==> src/sv/lcns_pkg.sv <==
`default_nettype none
package lcns_pkg;

  // random bits per sample
  typedef enum logic [1:0] {
    MODE_8BIT  = 2'd0,
    MODE_12BIT = 2'd1,
    MODE_16BIT = 2'd2
  } sample_mode_e;

  // configuration register indexes
  localparam logic [2:0] REG_SAMPLE_MODE  = 3'd0;
  localparam logic [2:0] REG_TABLE_LENGTH = 3'd1;
  localparam logic [2:0] REG_TABLE_WORD_0 = 3'd2;
  localparam logic [2:0] REG_TABLE_WORD_1 = 3'd3;
  localparam logic [2:0] REG_TABLE_WORD_2 = 3'd4;
  localparam logic [2:0] REG_TABLE_WORD_3 = 3'd5;

  localparam int unsigned CFG_IDX_W   = 3;
  localparam int unsigned CFG_DATA_W  = 64;
  localparam int unsigned TABLE_WORDS = 4;
  localparam int unsigned ENTRY_W     = 16;
  localparam int unsigned LEN_W       = 5;
  localparam int unsigned RAND_W      = 24;
  localparam int unsigned SAMPLE_W    = 5;
  localparam int unsigned OUT_TDATA_W = 8;

  localparam logic [1:0]       RESET_MODE   = 2'd2;
  localparam logic [LEN_W-1:0] RESET_LENGTH = 5'd12;

  typedef logic [SAMPLE_W-1:0] sample_t;

endpackage
`default_nettype wire

==> src/sv/lwe_cdf_noise_sampler_core.sv <==
// LWE inverse-CDF noise sampler core
//
// Channels:
//   s_axis   random words in; tdata[23:0] random_bits, tuser first_only
//   m_axis   noise samples out; tdata[4:0] noise_sample (two's complement),
//            tlast marks the final sample of an input item
//   cfg      register writes (index, 64-bit data), always ready; write only
//            while the block is idle
// Path: an input item passes the input register, then the result register,
//   before its sample appears on m_axis.
// Throughput: one input item per cycle in 8-bit and 16-bit modes while
//   m_axis_tready is high; in 12-bit mode an item that yields two samples
//   occupies the single-sample output port until its second sample is taken,
//   and the next item cannot advance before then. The comparator bank
//   (TABLE_ENTRIES-1 comparators per lane, two lanes) is combinational.
// Reserved mode 3 consumes items and produces no samples.
// Reset: all pipeline stages empty, mode 16-bit, table length 12, table zero.
// Stall: while m_axis_tready is low the result register holds and the input
//   register still takes one more item, then s_axis_tready drops.
`default_nettype none
module lwe_cdf_noise_sampler_core #(
  parameter int unsigned TABLE_ENTRIES = 16
) (
  input  wire logic                              clk_i,
  input  wire logic                              rst_ni,
  // config write channel
  input  wire logic                              cfg_valid_i,
  output logic                                   cfg_ready_o,
  input  wire logic [lcns_pkg::CFG_IDX_W-1:0]    cfg_index_i,
  input  wire logic [lcns_pkg::CFG_DATA_W-1:0]   cfg_data_i,
  // input stream
  input  wire logic                              s_axis_tvalid_i,
  output logic                                   s_axis_tready_o,
  input  wire logic [lcns_pkg::RAND_W-1:0]       s_axis_tdata_i,  // [23:0] random_bits
  input  wire logic                              s_axis_tuser_i,  // [0] first_only
  // output stream
  output logic                                   m_axis_tvalid_o,
  input  wire logic                              m_axis_tready_i,
  output logic [lcns_pkg::OUT_TDATA_W-1:0]       m_axis_tdata_o,  // [4:0] noise_sample
  output logic                                   m_axis_tlast_o   // last_of_item
);
  import lcns_pkg::*;

  localparam int unsigned MAG_W = $clog2(TABLE_ENTRIES);
  localparam int unsigned CMP_N = TABLE_ENTRIES - 1;

  // configuration registers
  logic [1:0]                            mode_q;
  logic [LEN_W-1:0]                      len_q;
  logic [TABLE_WORDS-1:0][CFG_DATA_W-1:0] table_q;

  assign cfg_ready_o = 1'b1;

  always_ff @(posedge clk_i or negedge rst_ni) begin
    if (!rst_ni) begin
      mode_q  <= RESET_MODE;
      len_q   <= RESET_LENGTH;
      table_q <= '0;
    end else if (cfg_valid_i && cfg_ready_o) begin
      case (cfg_index_i)
        REG_SAMPLE_MODE:  mode_q     <= cfg_data_i[1:0];
        REG_TABLE_LENGTH: len_q      <= cfg_data_i[LEN_W-1:0];
        REG_TABLE_WORD_0: table_q[0] <= cfg_data_i;
        REG_TABLE_WORD_1: table_q[1] <= cfg_data_i;
        REG_TABLE_WORD_2: table_q[2] <= cfg_data_i;
        REG_TABLE_WORD_3: table_q[3] <= cfg_data_i;
        default: ;
      endcase
    end
  end

  // input register
  logic              s1_valid_q, s1_valid_d;
  logic [RAND_W-1:0] s1_rand_q;
  logic              s1_first_q;
  logic              s1_advance;
  logic              out_free;
  logic              mode_rsvd;

  logic              out_valid_q, out_valid_d;
  logic              out_has2_q, out_has2_d;
  logic              out_last_q, out_last_d;
  sample_t           out_samp0_q, out_samp0_d;
  sample_t           out_samp1_q, out_samp1_d;

  assign mode_rsvd       = (mode_q != MODE_8BIT) && (mode_q != MODE_12BIT) &&
                           (mode_q != MODE_16BIT);
  assign out_free        = !out_valid_q || (m_axis_tready_i && !out_has2_q);
  assign s1_advance      = s1_valid_q && (out_free || mode_rsvd);
  assign s_axis_tready_o = !s1_valid_q || s1_advance;

  always_comb begin
    s1_valid_d = s1_valid_q;
    if (s_axis_tvalid_i && s_axis_tready_o) begin
      s1_valid_d = 1'b1;
    end else if (s1_advance) begin
      s1_valid_d = 1'b0;
    end
  end

  always_ff @(posedge clk_i or negedge rst_ni) begin
    if (!rst_ni) begin
      s1_valid_q <= 1'b0;
    end else begin
      s1_valid_q <= s1_valid_d;
    end
  end

  always_ff @(posedge clk_i) begin
    if (s_axis_tvalid_i && s_axis_tready_o) begin
      s1_rand_q  <= s_axis_tdata_i;
      s1_first_q <= s_axis_tuser_i;
    end
  end

  // lane values and signs per mode
  logic               narrow;
  logic               is_12;
  logic [ENTRY_W-1:0] val_a, val_b;
  logic               sign_a, sign_b;

  assign narrow = (mode_q == MODE_8BIT);
  assign is_12  = (mode_q == MODE_12BIT);
  assign sign_a = is_12 ? s1_rand_q[1] : s1_rand_q[0];
  assign sign_b = s1_rand_q[0];
  assign val_b  = {5'd0, s1_rand_q[12:2]};

  always_comb begin
    case (mode_q)
      MODE_8BIT:  val_a = {9'd0, s1_rand_q[7:1]};
      MODE_12BIT: val_a = {5'd0, s1_rand_q[23:13]};
      MODE_16BIT: val_a = {1'b0, s1_rand_q[15:1]};
      default:    val_a = '0;
    endcase
  end

  // clamped table length; entry j counts only when j+1 < length
  logic [LEN_W-1:0] len_cl;
  assign len_cl = (len_q > LEN_W'(TABLE_ENTRIES)) ? LEN_W'(TABLE_ENTRIES) : len_q;

  // comparator bank, two lanes
  logic [CMP_N-1:0]   hit_a, hit_b;
  logic [ENTRY_W-1:0] entry_eff [CMP_N];

  always_comb begin
    for (int j = 0; j < CMP_N; j++) begin
      entry_eff[j] = table_q[j / 4][16 * (j % 4) +: ENTRY_W];
      if (narrow) begin
        entry_eff[j] = {8'd0, entry_eff[j][7:0]};
      end
      hit_a[j] = (LEN_W'(j + 1) < len_cl) && (entry_eff[j] < val_a);
      hit_b[j] = (LEN_W'(j + 1) < len_cl) && (entry_eff[j] < val_b);
    end
  end

  // hit counts
  logic [MAG_W-1:0] mag_a, mag_b;

  always_comb begin
    mag_a = '0;
    mag_b = '0;
    for (int j = 0; j < CMP_N; j++) begin
      mag_a = mag_a + MAG_W'(hit_a[j]);
      mag_b = mag_b + MAG_W'(hit_b[j]);
    end
  end

  // apply sign
  sample_t mag5_a, mag5_b, samp_a, samp_b;

  assign mag5_a = SAMPLE_W'(mag_a);
  assign mag5_b = SAMPLE_W'(mag_b);
  assign samp_a = sign_a ? (SAMPLE_W'(0) - mag5_a) : mag5_a;
  assign samp_b = sign_b ? (SAMPLE_W'(0) - mag5_b) : mag5_b;

  // result register; holds up to two samples of one item
  always_comb begin
    out_valid_d = out_valid_q;
    out_has2_d  = out_has2_q;
    out_last_d  = out_last_q;
    out_samp0_d = out_samp0_q;
    out_samp1_d = out_samp1_q;
    if (s1_advance && !mode_rsvd) begin
      out_valid_d = 1'b1;
      out_has2_d  = is_12 && !s1_first_q;
      out_last_d  = !(is_12 && !s1_first_q);
      out_samp0_d = samp_a;
      out_samp1_d = samp_b;
    end else if (out_valid_q && m_axis_tready_i) begin
      if (out_has2_q) begin
        out_has2_d  = 1'b0;
        out_last_d  = 1'b1;
        out_samp0_d = out_samp1_q;
      end else begin
        out_valid_d = 1'b0;
      end
    end
  end

  always_ff @(posedge clk_i or negedge rst_ni) begin
    if (!rst_ni) begin
      out_valid_q <= 1'b0;
      out_has2_q  <= 1'b0;
      out_last_q  <= 1'b0;
    end else begin
      out_valid_q <= out_valid_d;
      out_has2_q  <= out_has2_d;
      out_last_q  <= out_last_d;
    end
  end

  always_ff @(posedge clk_i) begin
    out_samp0_q <= out_samp0_d;
    out_samp1_q <= out_samp1_d;
  end

  assign m_axis_tvalid_o = out_valid_q;
  assign m_axis_tdata_o  = {{(OUT_TDATA_W - SAMPLE_W){1'b0}}, out_samp0_q};
  assign m_axis_tlast_o  = out_last_q;

  // checks
  a_has2_needs_valid: assert property (@(posedge clk_i) disable iff (!rst_ni)
    out_has2_q |-> out_valid_q)
    else $error("second sample pending without a valid result");

  a_single_is_last: assert property (@(posedge clk_i) disable iff (!rst_ni)
    (out_valid_q && !out_has2_q) |-> m_axis_tlast_o)
    else $error("sole pending sample not marked last");

  a_pair_first_not_last: assert property (@(posedge clk_i) disable iff (!rst_ni)
    out_has2_q |-> !m_axis_tlast_o)
    else $error("first of a pair marked last");

  a_second_follows: assert property (@(posedge clk_i) disable iff (!rst_ni)
    (out_valid_q && out_has2_q && m_axis_tready_i) |=> (out_valid_q && m_axis_tlast_o))
    else $error("second sample of a pair lost");

  a_accept_fills_s1: assert property (@(posedge clk_i) disable iff (!rst_ni)
    (s_axis_tvalid_i && s_axis_tready_o) |=> s1_valid_q)
    else $error("accepted item not held in input register");

endmodule
`default_nettype wire
==> config.mk <==
export PLATFORM = sky130hd
export DESIGN_NAME = lwe_cdf_noise_sampler_core
export DESIGN_NICKNAME = d
export VERILOG_FILES = /design/src/sv/lcns_pkg.sv /design/src/sv/lwe_cdf_noise_sampler_core.sv
export SDC_FILE = /design/constraint.sdc
export NUM_CORES = 1
export LEC_CHECK = 0
export BUFFER_PORTS_ARGS = -buffer_cell sky130_fd_sc_hd__buf_2
export CAP_MARGIN = 20
export CORE_ASPECT_RATIO = 1.5
export CORE_UTILIZATION = 64
export CTS_BUF_LIST = sky130_fd_sc_hd__clkbuf_4 sky130_fd_sc_hd__clkbuf_8
export DETAILED_ROUTE_END_ITERATION = 8
export PLACE_DENSITY = 0.83
export SYNTH_ARGS = -nofsm -noshare
export SYNTH_HDL_FRONTEND = slang
export SYNTH_SLANG_ARGS = --single-unit
==> constraint.sdc <==
create_clock -name clk_i -period 9.2 [get_ports clk_i]
set_clock_uncertainty 0.2 [all_clocks]
set_input_delay 1.84 -clock clk_i [delete_from_list [all_inputs] [get_ports clk_i]]
set_output_delay 1.84 -clock clk_i [all_outputs]
set_load 0.005 [all_outputs]
==> results of run 1 <==
[placed cells by master, fill, tap and decap left out, types with 12 or more instances in the layout]
cell,instances
buf_4,21
nor2_1,22
a2111oi_0,14
fa_1,20
mux2_2,239
ha_1,366
buf_2,103
a211oi_1,21
a21o_1,80
and2_1,104
nand3_1,32
o21ai_0,69
nand4_1,29
o211ai_1,17
clkbuf_8,52
inv_1,48
edfxtp_1,35
a21oi_1,100
nor2b_1,16
nand2b_1,25
clkbuf_4,12
dfrtp_1,248
nand2_1,60
[critical path: cells and delay by family (launching register included)]
| family | cells | cell delay [ns] |
|---|---|---|
| adders and majority gates | 8 | 3.87 |
| and+or+nand+nor | 5 | 1.61 |
| AOI/OAI and AO/OA | 4 | 0.86 |
| DFF | 1 | 0.59 |
| xor gates and xnor gates | 1 | 0.17 |
[registers in the layout, indices dropped and copies added, names as in the netlist]
| signal | flops |
|---|---|
| len_q | 5 |
| m_axis_tlast_o | 1 |
| m_axis_tvalid_o | 1 |
| mode_q | 2 |
| out_has2_q | 1 |
| out_samp0_q | 5 |
| out_samp1_q | 5 |
| s1_first_q | 1 |
| s1_rand_q | 24 |
| s1_valid_q | 1 |
| table_q | 240 |
[power breakdown]
group / internal (mW) / switching [mW] / leakage [nW]
sequential: 1.62 / 0.276 / 3.34
combinational: 1.53 / 1.89 / 6.68
clock: 0.624 / 0.536 / 0.491
[routing by layer]
metal / GRT usage, % / part of all wire (%) / wire [um] / up-vias
li1: - / - / - / 6944
met5: 0 / 0 / 0 / -
met4: 28.7 / 8.5 / 5020 / 0
met1: 41.2 / 36 / 21500 / 7767
met2: 63.6 / 48 / 28500 / 697
met3: 7.49 / 7.0 / 4160 / 277
[path summary, 6_finish.rpt]
path	from	to	slack, ns	cells past startpoint
hold / removal	table_q[138]	table_q[138]	0.28	1
min in group asynchronous	rst_ni	table_q[44]	1.05	1
setup / recovery	mode_q[1]	out_samp0_q[2]	1.61	18
setup reg to reg	mode_q[1]	out_samp0_q[2]	1.61	18
hold reg to reg	table_q[138]	table_q[138]	0.28	1
max in group asynchronous	rst_ni	table_q[145]	6.43	2
[area by class of cell]
type                       count  area share [%]
tap                          405            2.29
timing repair buffer         126            3.20
clock buffer                  64            3.64
multi-input combinational   1383            56.3
clock inverter                11           0.610
sequential                   286            33.1
inverter                      48           0.813
[stage by stage]
stage	hold WS [ns]	util [%]	total power, mW	setup WS (ns)
after floorplan	0.236	-	4.25	2.23
after global placement	0.254	68.4	5.00	1.93
after detailed placement	0.273	68.4	5.26	1.67
after CTS	0.288	71.4	6.45	1.65
after global routing	0.307	71.4	6.98	1.35
final	0.284	71.4	6.48	1.61
[kinds of logic after synthesis]
group	Yosys count	share of synthesized area [%]
xor+xnor	6	0.260
mux	248	13.8
simple gates	340	9.49
buf+inv	103	2.29
compound gates	399	13.3
fa+ha+maj	386	24.6
other cells	2	0.0371
flops	286	36.2
==> flow_metrics.py, run 1 <==
metrics = {
    "routing": {
        "avgViaCountPerCell": 6.75,
        "final_antenna_net_count": 0,
        "drt-total-wl_um": 59100,
        "first_pass_iters": 6,
        "wl_per_cell_um": 25.5,
        "routed-via-count": 15700,
        "drtIter0Drc": 1061,
        "drc": 0,
    },
    "synth": {
        "synth-seq-cells": 286,
        "synth.area.top_cells": "dfrtp_1, ha_1, mux2_2",
        "synth-async-reset-ratio_pct": 87.8,
        "ys_types": 77,
        "ys_top_cells_by_count": "ha_1, dfrtp_1, mux2_2, and2_1, a21oi_1",
        "syn_area_sq_um": 20200,
        "syn_avg_cell_area_sq_um": 11.4,
        "synth_edf_count": 35,
        "ys_warn_count": 0,
        "synth.yosys.seq_area_share_pct": 36.2,
        "netlist.area_leader.share_pct": 30.7,
        "netlist_instances": 1770,
        "ys_dominant_reg_cell": "dfrtp_1",
        "yosysMostFrequentCell": "ha_1",
        "synth_top_cell_by_area": "dfrtp_1",
    },
    "cells_and_area": {
        "area_growth_pct": 9.43,
        "antenna_cells": 0,
        "nNetsFinal": 2373,
        "fin_area_sq_um": 22200,
        "area.sequential_sq_um": 7340,
        "drive_gt1_share_pct": 23.9,
        "multi_input_area_sq_um": 12500,
        "instances_no_fill": 2323,
        "fillers": 2258,
    },
    "clock_network": {
        "cts_buffers": 45,
        "cts_setup_buffers": 0,
        "cts_tree": "done",
        "clk_latency_ns": 0.63,
        "clkTransAtPathRegs_ns": 0.06,
        "cts_resized": 0,
        "htree_levels": 2,
        "hold_buffers": 0,
        "clock_sink_count": 286,
        "cts.path.max_buffers": 3,
        "root_buffer": "clkbuf_8",
    },
    "floorplanning": {
        "die_h_um": 220,
        "die_area_sq_um": 32400,
        "coreArea_sq_um": 31000,
        "initial_core_util_pct": 65.2,
        "die_w_um": 147,
        "row_count": 79,
        "pin_count": 109,
    },
    "critical_path": {
        "crit_path_frequent_cell": "fa_1",
        "critPathSlowestCell": "nand2_1",
        "crit_type": "register to register",
        "worstPathArrival_ns": 7.74,
        "required_ns": 9.35,
        "cp_max_fo": 15,
        "critPathLaunchType": "register",
        "path_cells": "nor2b_1 -> nand2_1 -> ha_1 -> and3_1 -> nand3_1 -> a211oi_1 -> a2111oi_0 -> o21ai_1 -> fa_1 -> fa_1 -> fa_1 -> fa_1 -> fa_1 -> fa_1 -> ha_1 -> nor2_1 -> xor2_1 -> o21ai_0",
        "max_stage_delay_ns": 0.71,
        "crit_path_end_kind": "register",
    },
    "grt": {
        "grt_pass1_vias": 16400,
        "grt_max_degree": 151,
        "grt_pass1_wl_um": 90600,
        "grt_antenna_before_repair": 0,
        "gr-usage-all-layers_pct": 37.4,
        "grt-ovfl-total": 0,
    },
    "power_and_ir_drop": {
        "p_leak_nw": 10.5,
        "power.density_nw_per_um2": 292,
        "irDropWorstVdd_mv": 0.363,
    },
    "place": {
        "place_inst": 2248,
        "dpl_cell_area_sq_um": 21200,
        "gp_congestion": 0.969,
        "portBuffers": 104,
        "hpwl_um": 42700,
    },
    "run_status": {
        "status": "finished, final reports clean",
    },
    "timing": {
        "finalHoldViolCount": 0,
        "slew_violations": 0,
        "fin_setup_tns_ns": 0,
        "fmax_ghz": 0.132,
        "min_period_ns": 7.59,
        "slew_headroom_pct": 16.6,
        "tightest_slew_ns": 1.25,
        "final.period_utilization_pct": 82.5,
        "rsz0062_at_grt": "no",
        "setup_viol": 0,
    },
    "hold_path": {
        "hold_path.class": "register to register",
    },
    "job": {
        "drv_cap": 0,
    },
}
Note: power is estimated with default switching activity, not from simulation.
==> inputs of run 2 (changes only) <==
CORE_UTILIZATION = 58   (was 64)
PLACE_DENSITY = 0.79   (was 0.83)
clock period = 6.1 ns   (was 9.2 ns; I/O delays follow)
==> flow_metrics.py, run 2 (synthesis results as in run 1) <==
metrics = {
    "routing": {
        "drt-total-wl_um": 60200,
        "avgViaCountPerCell": 6.33,
        "drtIter0Drc": 956,
        "drc": 0,
        "final_antenna_net_count": 0,
        "routed-via-count": 15800,
        "wl_per_cell_um": 24.1,
        "first_pass_iters": 5,
    },
    "cells_and_area": {
        "final_common_cell": "ha_1",
        "area_growth_pct": 17.7,
        "layout_common_cells": "ha_1, dfrtp_1, mux2_2, buf_4, buf_2",
        "drive_gt1_share_pct": 32.3,
        "largest_reg_flops": 240,
        "top_register": "table_q",
        "nNetsFinal": 2518,
        "fin_area_sq_um": 23800,
        "largestRegisters": "table_q (240), s1_rand_q (24)",
        "antenna_cells": 0,
    },
    "grt": {
        "gr-usage-all-layers_pct": 34.6,
        "grt_max_degree": 108,
        "grt_antenna_before_repair": 0,
        "grt-ovfl-total": 0,
        "grt_pass1_vias": 16700,
        "grt_pass1_wl_um": 92800,
    },
    "critical_path": {
        "crit_type": "register to register",
        "max_stage_delay_ns": 0.60,
        "path_delay_family": "adder cells",
        "worstPathArrival_ns": 6.51,
        "cp_max_fo": 6,
        "critPathLaunchType": "register",
        "crit_path_frequent_cell": "fa_1",
        "crit_path_end_kind": "register",
        "required_ns": 6.24,
        "path_cells": "and2b_2 -> buf_6 -> a2bb2oi_4 -> buf_12 -> ha_1 -> a21o_1 -> a21o_1 -> a211oi_2 -> buf_4 -> o311ai_4 -> fa_1 -> fa_1 -> fa_1 -> fa_1 -> fa_2 -> fa_2 -> ha_4 -> nor2_2 -> xor2_1 -> o21ai_1",
        "critPathSlowestCell": "fa_2",
        "crit_buf_inv": 3,
    },
    "place": {
        "portBuffers": 104,
        "gp_congestion": 0.972,
        "dpl_cell_area_sq_um": 22300,
        "hpwl_um": 45700,
    },
    "timing": {
        "slew_violations": 0,
        "slew_headroom_pct": 27.1,
        "layout_setup_ws_ns": -0.269,
        "rsz0062_at_grt": "yes",
        "tightest_slew_ns": 1.09,
        "finalHoldViolCount": 0,
        "setup_viol": 5,
        "final.period_utilization_pct": 104,
        "fmax_ghz": 0.157,
        "min_period_ns": 6.37,
    },
    "power_and_ir_drop": {
        "internal_power_mw": 6.39,
        "p_leak_nw": 11.3,
        "irDropWorstVdd_mv": 0.660,
        "p_sw_mw": 4.30,
        "pwr-share-seq_pct": 26.4,
        "pwr-share-comb_pct": 57.1,
        "clock_power_share_pct": 16.5,
        "power_mw": 10.7,
        "p_sw_share_pct": 40.2,
        "power.density_nw_per_um2": 448,
    },
    "clock_network": {
        "cts_tree": "done",
        "root_buffer": "clkbuf_8",
        "cts.path.max_buffers": 3,
        "clkTransAtPathRegs_ns": 0.06,
        "htree_levels": 2,
        "clock_sink_count": 286,
        "cts_buffers": 47,
        "clk_latency_ns": 0.60,
    },
    "floorplanning": {
        "initial_core_util_pct": 59.1,
        "row_count": 83,
        "die_w_um": 155,
        "coreArea_sq_um": 34300,
        "pin_count": 109,
        "die_area_sq_um": 35700,
        "die_h_um": 231,
    },
    "run_status": {
        "status": "finished with violations",
        "violations": "setup timing",
    },
    "job": {
        "drv_cap": 0,
    },
    "hold_path": {
        "hold_path.class": "register to register",
    },
}
run 2: changes by cell type in the layout (fill, tap and decap cells not counted), moves of 6 or more:
| cell | delta |
|---|---|
| buf_6 | +11 |
| buf_4 | +123 |
| a21oi_1 | -7 |
| a21oi_2 | +7 |
| ha_4 | +9 |
| buf_12 | +6 |
| o21ai_0 | -9 |
| ha_1 | -9 |
| a2111oi_0 | -7 |
| o21ai_1 | +7 |
run 2: metrics by stage:
stage | hold WS [ns] | utilization, % | setup TNS, ns | std cells | setup slack (ns)
floorplan | 0.236 | - | -0.346 | 1772 | -0.0934
global placement | 0.253 | 65.1 | -1.10 | 2393 | -0.230
detailed placement | 0.263 | 65.1 | -1.95 | 2393 | -0.365
CTS | 0.278 | 69.0 | -0.968 | 2488 | -0.270
global route | 0.301 | 69.5 | -2.41 | 2491 | -0.446
finish | 0.272 | 69.5 | -0.926 | 2491 | -0.269
run 2: worst reg2reg max path: stages (launching register included):
cell and delay (ns):
dfstp_2 0.54, and2b_2 0.24, buf_6 0.15, a2bb2oi_4 0.18, buf_12 0.16, ha_1 0.24
a21o_1 0.19, a21o_1 0.19, a211oi_2 0.27, buf_4 0.19, o311ai_4 0.09, fa_1 0.52
fa_1 0.50, fa_1 0.55, fa_1 0.47, fa_2 0.41, fa_2 0.60, ha_4 0.15
nor2_2 0.03, xor2_1 0.17, o21ai_1 0.07
run 2: path summary, 6_finish.rpt:
kind,from,to,slack (ns),cells after the start
hold reg to reg,s1_valid_q,m_axis_tvalid_o,0.27,2
setup / recovery,mode_q[1],out_samp0_q[2],-0.27,20
setup reg to reg,mode_q[1],out_samp0_q[2],-0.27,20
hold / removal,s1_valid_q,m_axis_tvalid_o,0.27,2
min in group asynchronous,rst_ni,table_q[20],0.49,1
max in group asynchronous,rst_ni,table_q[121],4.01,2
run 2: area by class of cell:
cell class | instances | area (sq um)
Clock buffer | 73 | 905
Clock inverter | 7 | 60.1
Fill cell | 2571 | 10400
Inverter | 48 | 180
Multi-Input combinational cell | 1383 | 12900
Sequential cell | 286 | 7340
Tap cell | 425 | 532
Timing Repair Buffer | 269 | 1910
run 2: layer usage:
| layer | vias up | share of wire, % | global-route usage [%] |
|---|---|---|---|
| met3 | 256 | 4.7 | 4.62 |
| met4 | 0 | 8.1 | 24.4 |
| met1 | 7747 | 39 | 39.9 |
| li1 | 7229 | - | - |
| met5 | - | 0 | 0 |
| met2 | 538 | 48 | 59.2 |
run 2: what timing repair did:
item | CTS | global route
pin swaps | 28 | 20
gates cloned | 0 | 0
resized for setup | 42 | 38
hold buffers | 0 | 0
buffers inserted | 15 | 2
setup endpoints to repair | 8 | 8
run 2: power by group through the flow:
stage / logic (mW) / clock network [mW] / registers (mW)
6_report: 6.10 / 1.77 / 2.82
5_1_grt: 6.80 / 1.87 / 2.87
4_1_cts: 5.95 / 1.79 / 2.81
3_5_place_dp: 5.76 / 0 / 2.83
3_3_place_gp: 5.41 / 0 / 2.82
2_1_floorplan: 3.99 / 0 / 2.67
==> inputs of run 3 (changes only) <==
ABC_AREA = 1   (was default)
==> flow_metrics.py, run 3 <==
metrics = {
    "critical_path": {
        "crit_buf_inv": 3,
        "worstPathArrival_ns": 6.15,
        "crit_path_frequent_cell": "fa_1",
        "r2r_cells": 21,
        "required_ns": 6.24,
        "startpoint": "mode_q[1]",
        "worstReg2RegEnd": "out_samp0_q[2]",
        "r2r-start": "mode_q[1]",
        "critical_path.endpoint": "out_samp0_q[2]",
        "path_depth": 21,
        "crit_type": "register to register",
        "critPathSlowestCell": "fa_1",
        "path_delay_family": "adder cells",
        "r2r_setup_slack_ns": 0.09,
        "critPathLaunchType": "register",
        "cp_max_fo": 8,
        "crit_path_end_kind": "register",
        "max_stage_delay_ns": 0.57,
        "path_cells": "inv_4 -> nor2_4 -> inv_4 -> o21ai_4 -> clkinv_4 -> ha_4 -> a21oi_2 -> o21ai_1 -> o21ai_0 -> nor3b_2 -> nand2_2 -> fa_1 -> fa_1 -> fa_1 -> fa_1 -> fa_2 -> fa_2 -> ha_2 -> nor2_2 -> xor2_1 -> o21ai_0",
    },
    "synth": {
        "syn_avg_cell_area_sq_um": 8.01,
        "ys_top_cells_by_count": "nand2_1, ha_1, inv_1, o21ai_0, dfrtp_1",
        "synth_top_cell_by_area": "dfrtp_1",
        "synth.yosys.seq_area_share_pct": 35.5,
        "ys_types": 48,
        "synth-async-reset-ratio_pct": 87.8,
        "synth-seq-cells": 286,
        "yosysMostFrequentCell": "nand2_1",
        "ys_warn_count": 0,
        "ys_dominant_reg_cell": "dfrtp_1",
        "syn_area_sq_um": 20600,
        "netlist.area_leader.share_pct": 30.1,
        "synth.area.top_cells": "dfrtp_1, ha_1, nand2_1",
        "netlist_instances": 2578,
        "synth_edf_count": 35,
    },
    "grt": {
        "grt-ovfl-total": 0,
        "gr-usage-all-layers_pct": 33.8,
        "grt_antenna_before_repair": 0,
        "grt_pass1_vias": 18000,
        "grt_max_degree": 151,
        "grt_pass1_wl_um": 94100,
    },
    "timing": {
        "setup_viol": 0,
        "tightest_slew_ns": 0.978,
        "slew_violations": 0,
        "slew_headroom_pct": 34.8,
        "rsz0062_at_grt": "yes",
        "fin_setup_tns_ns": 0,
        "finalHoldViolCount": 0,
        "hold_ws_ns": 0.284,
        "final.period_utilization_pct": 98.5,
        "min_period_ns": 6.01,
        "fmax_ghz": 0.166,
    },
    "cells_and_area": {
        "nNetsFinal": 3253,
        "fin_util_pct": 68.1,
        "largestRegisters": "table_q (240), s1_rand_q (24)",
        "largest_reg_flops": 240,
        "drive_gt1_share_pct": 13.7,
        "top_register": "table_q",
        "area_growth_pct": 15.8,
        "final_common_cell": "nand2_1",
        "layout_common_cells": "nand2_1, ha_1, inv_1, o21ai_0, dfrtp_1",
    },
    "floorplanning": {
        "row_count": 84,
        "pin_count": 109,
        "coreArea_sq_um": 35100,
        "die_w_um": 156,
        "die_h_um": 233,
        "die_area_sq_um": 36400,
        "initial_core_util_pct": 58.8,
    },
    "power_and_ir_drop": {
        "power_mw": 9.67,
        "p_sw_share_pct": 41.1,
        "clock_power_share_pct": 19.8,
        "p_sw_mw": 3.98,
        "internal_power_mw": 5.70,
        "pwr-share-comb_pct": 52.7,
        "power.density_nw_per_um2": 405,
        "p_leak_nw": 12.7,
        "pwr-share-seq_pct": 27.5,
        "irDropWorstVdd_mv": 0.627,
    },
    "clock_network": {
        "clk_latency_ns": 0.61,
        "cts_buffers": 45,
        "htree_levels": 2,
        "clkTransAtPathRegs_ns": 0.07,
        "cts.path.max_buffers": 3,
        "cts_tree": "done",
        "clock_sink_count": 286,
        "root_buffer": "clkbuf_8",
    },
    "place": {
        "portBuffers": 104,
        "gp_congestion": 1.04,
        "hpwl_um": 46200,
    },
    "routing": {
        "drt-total-wl_um": 61000,
        "wl_per_cell_um": 18.6,
        "routed-via-count": 18400,
        "final_antenna_net_count": 0,
        "drc": 0,
        "drtIter0Drc": 1354,
        "first_pass_iters": 5,
        "avgViaCountPerCell": 5.60,
    },
    "hold_path": {
        "holdPathStages": 2,
        "hold_path.class": "register to register",
    },
    "run_status": {
        "status": "finished, final reports clean",
    },
    "job": {
        "drv_cap": 0,
    },
}
run 3: cell families (layout without fill, tap and decap cells):
| kind of cell | count (synthesis) | after routing | synth area share (%) |
|---|---|---|---|
| AO/OA/AOI/OAI | 526 | 526 | 13.6 |
| flip-flops | 286 | 286 | 35.5 |
| XOR/XNOR | 6 | 6 | 0.255 |
| buffers and inverters | 409 | 633 | 7.85 |
| adder cells (fa/ha/maj) | 386 | 386 | 24.1 |
| other | 2 | 6 | 0.0364 |
| AND/OR/NAND/NOR | 963 | 963 | 18.6 |
run 3: what timing repair did:
item | in CTS | in global routing
cloned | 0 | 2
pin swaps | 1 | 35
setup endpoints to repair | 4 | 8
resized for setup | 10 | 92
setup buffers | 3 | 13
hold buffers | 0 | 0
run 3: layer usage:
layer | vias up | global-route usage, % | share of wire [%]
li1 | 8921 | - | -
met2 | 646 | 58.8 | 48
met4 | 0 | 19.2 | 5.8
met3 | 197 | 4.14 | 5.4
met5 | - | 0 | 0
met1 | 8604 | 40.2 | 40
run 3: cell type report:
cell class	count	area, sq um
clock buffers	59	762
clock inverters	22	275
well taps	473	592
inverters	335	1280
multi-input cells	1885	12100
flip-flops and latches	286	7340
repair inverters	1	5.00
fillers	2902	11200
diodes	2	5.00
repair buffers	216	1540
run 3: through the flow:
step / worst slack [ns] / cells / cell area, sq um
2_1_floorplan: 0.0178 / 2580 / 20700
3_3_place_gp: -0.0220 / 3178 / 22300
3_5_place_dp: -0.155 / 3178 / 22300
4_1_cts: 0.00291 / 3262 / 23300
5_1_grt: -0.136 / 3277 / 23900
6_report: 0.0932 / 3279 / 23900
run 3: power groups by stage:
stage               sequential (mW)  clock (mW)  combinational (mW)
global route                   2.69        2.03                5.79
CTS                            2.64        1.94                4.57
detailed placement             2.67           0                4.53
finish                         2.66        1.92                5.10
global placement               2.66           0                4.29
floorplan                      2.59           0                3.22
run 3: worst min path at each step:
stage	from	to
after floorplan	table_q[104]	table_q[104]
after global placement	table_q[13]	table_q[13]
after detailed placement	table_q[223]	table_q[223]
after CTS	rst_ni	table_q[77]
after global routing	rst_ni	table_q[141]
final	table_q[104]	table_q[104]
run 3: worst reg2reg max path: stages (launching register included):
cell and delay, ns:
dfstp_2 0.56, inv_4 0.05, nor2_4 0.15, inv_4 0.07, o21ai_4 0.17, clkinv_4 0.17
ha_4 0.26, a21oi_2 0.14, o21ai_1 0.09, o21ai_0 0.15, nor3b_2 0.22, nand2_2 0.10
fa_1 0.49, fa_1 0.57, fa_1 0.44, fa_1 0.51, fa_2 0.37, fa_2 0.48
ha_2 0.21, nor2_2 0.09, xor2_1 0.16, o21ai_0 0.09
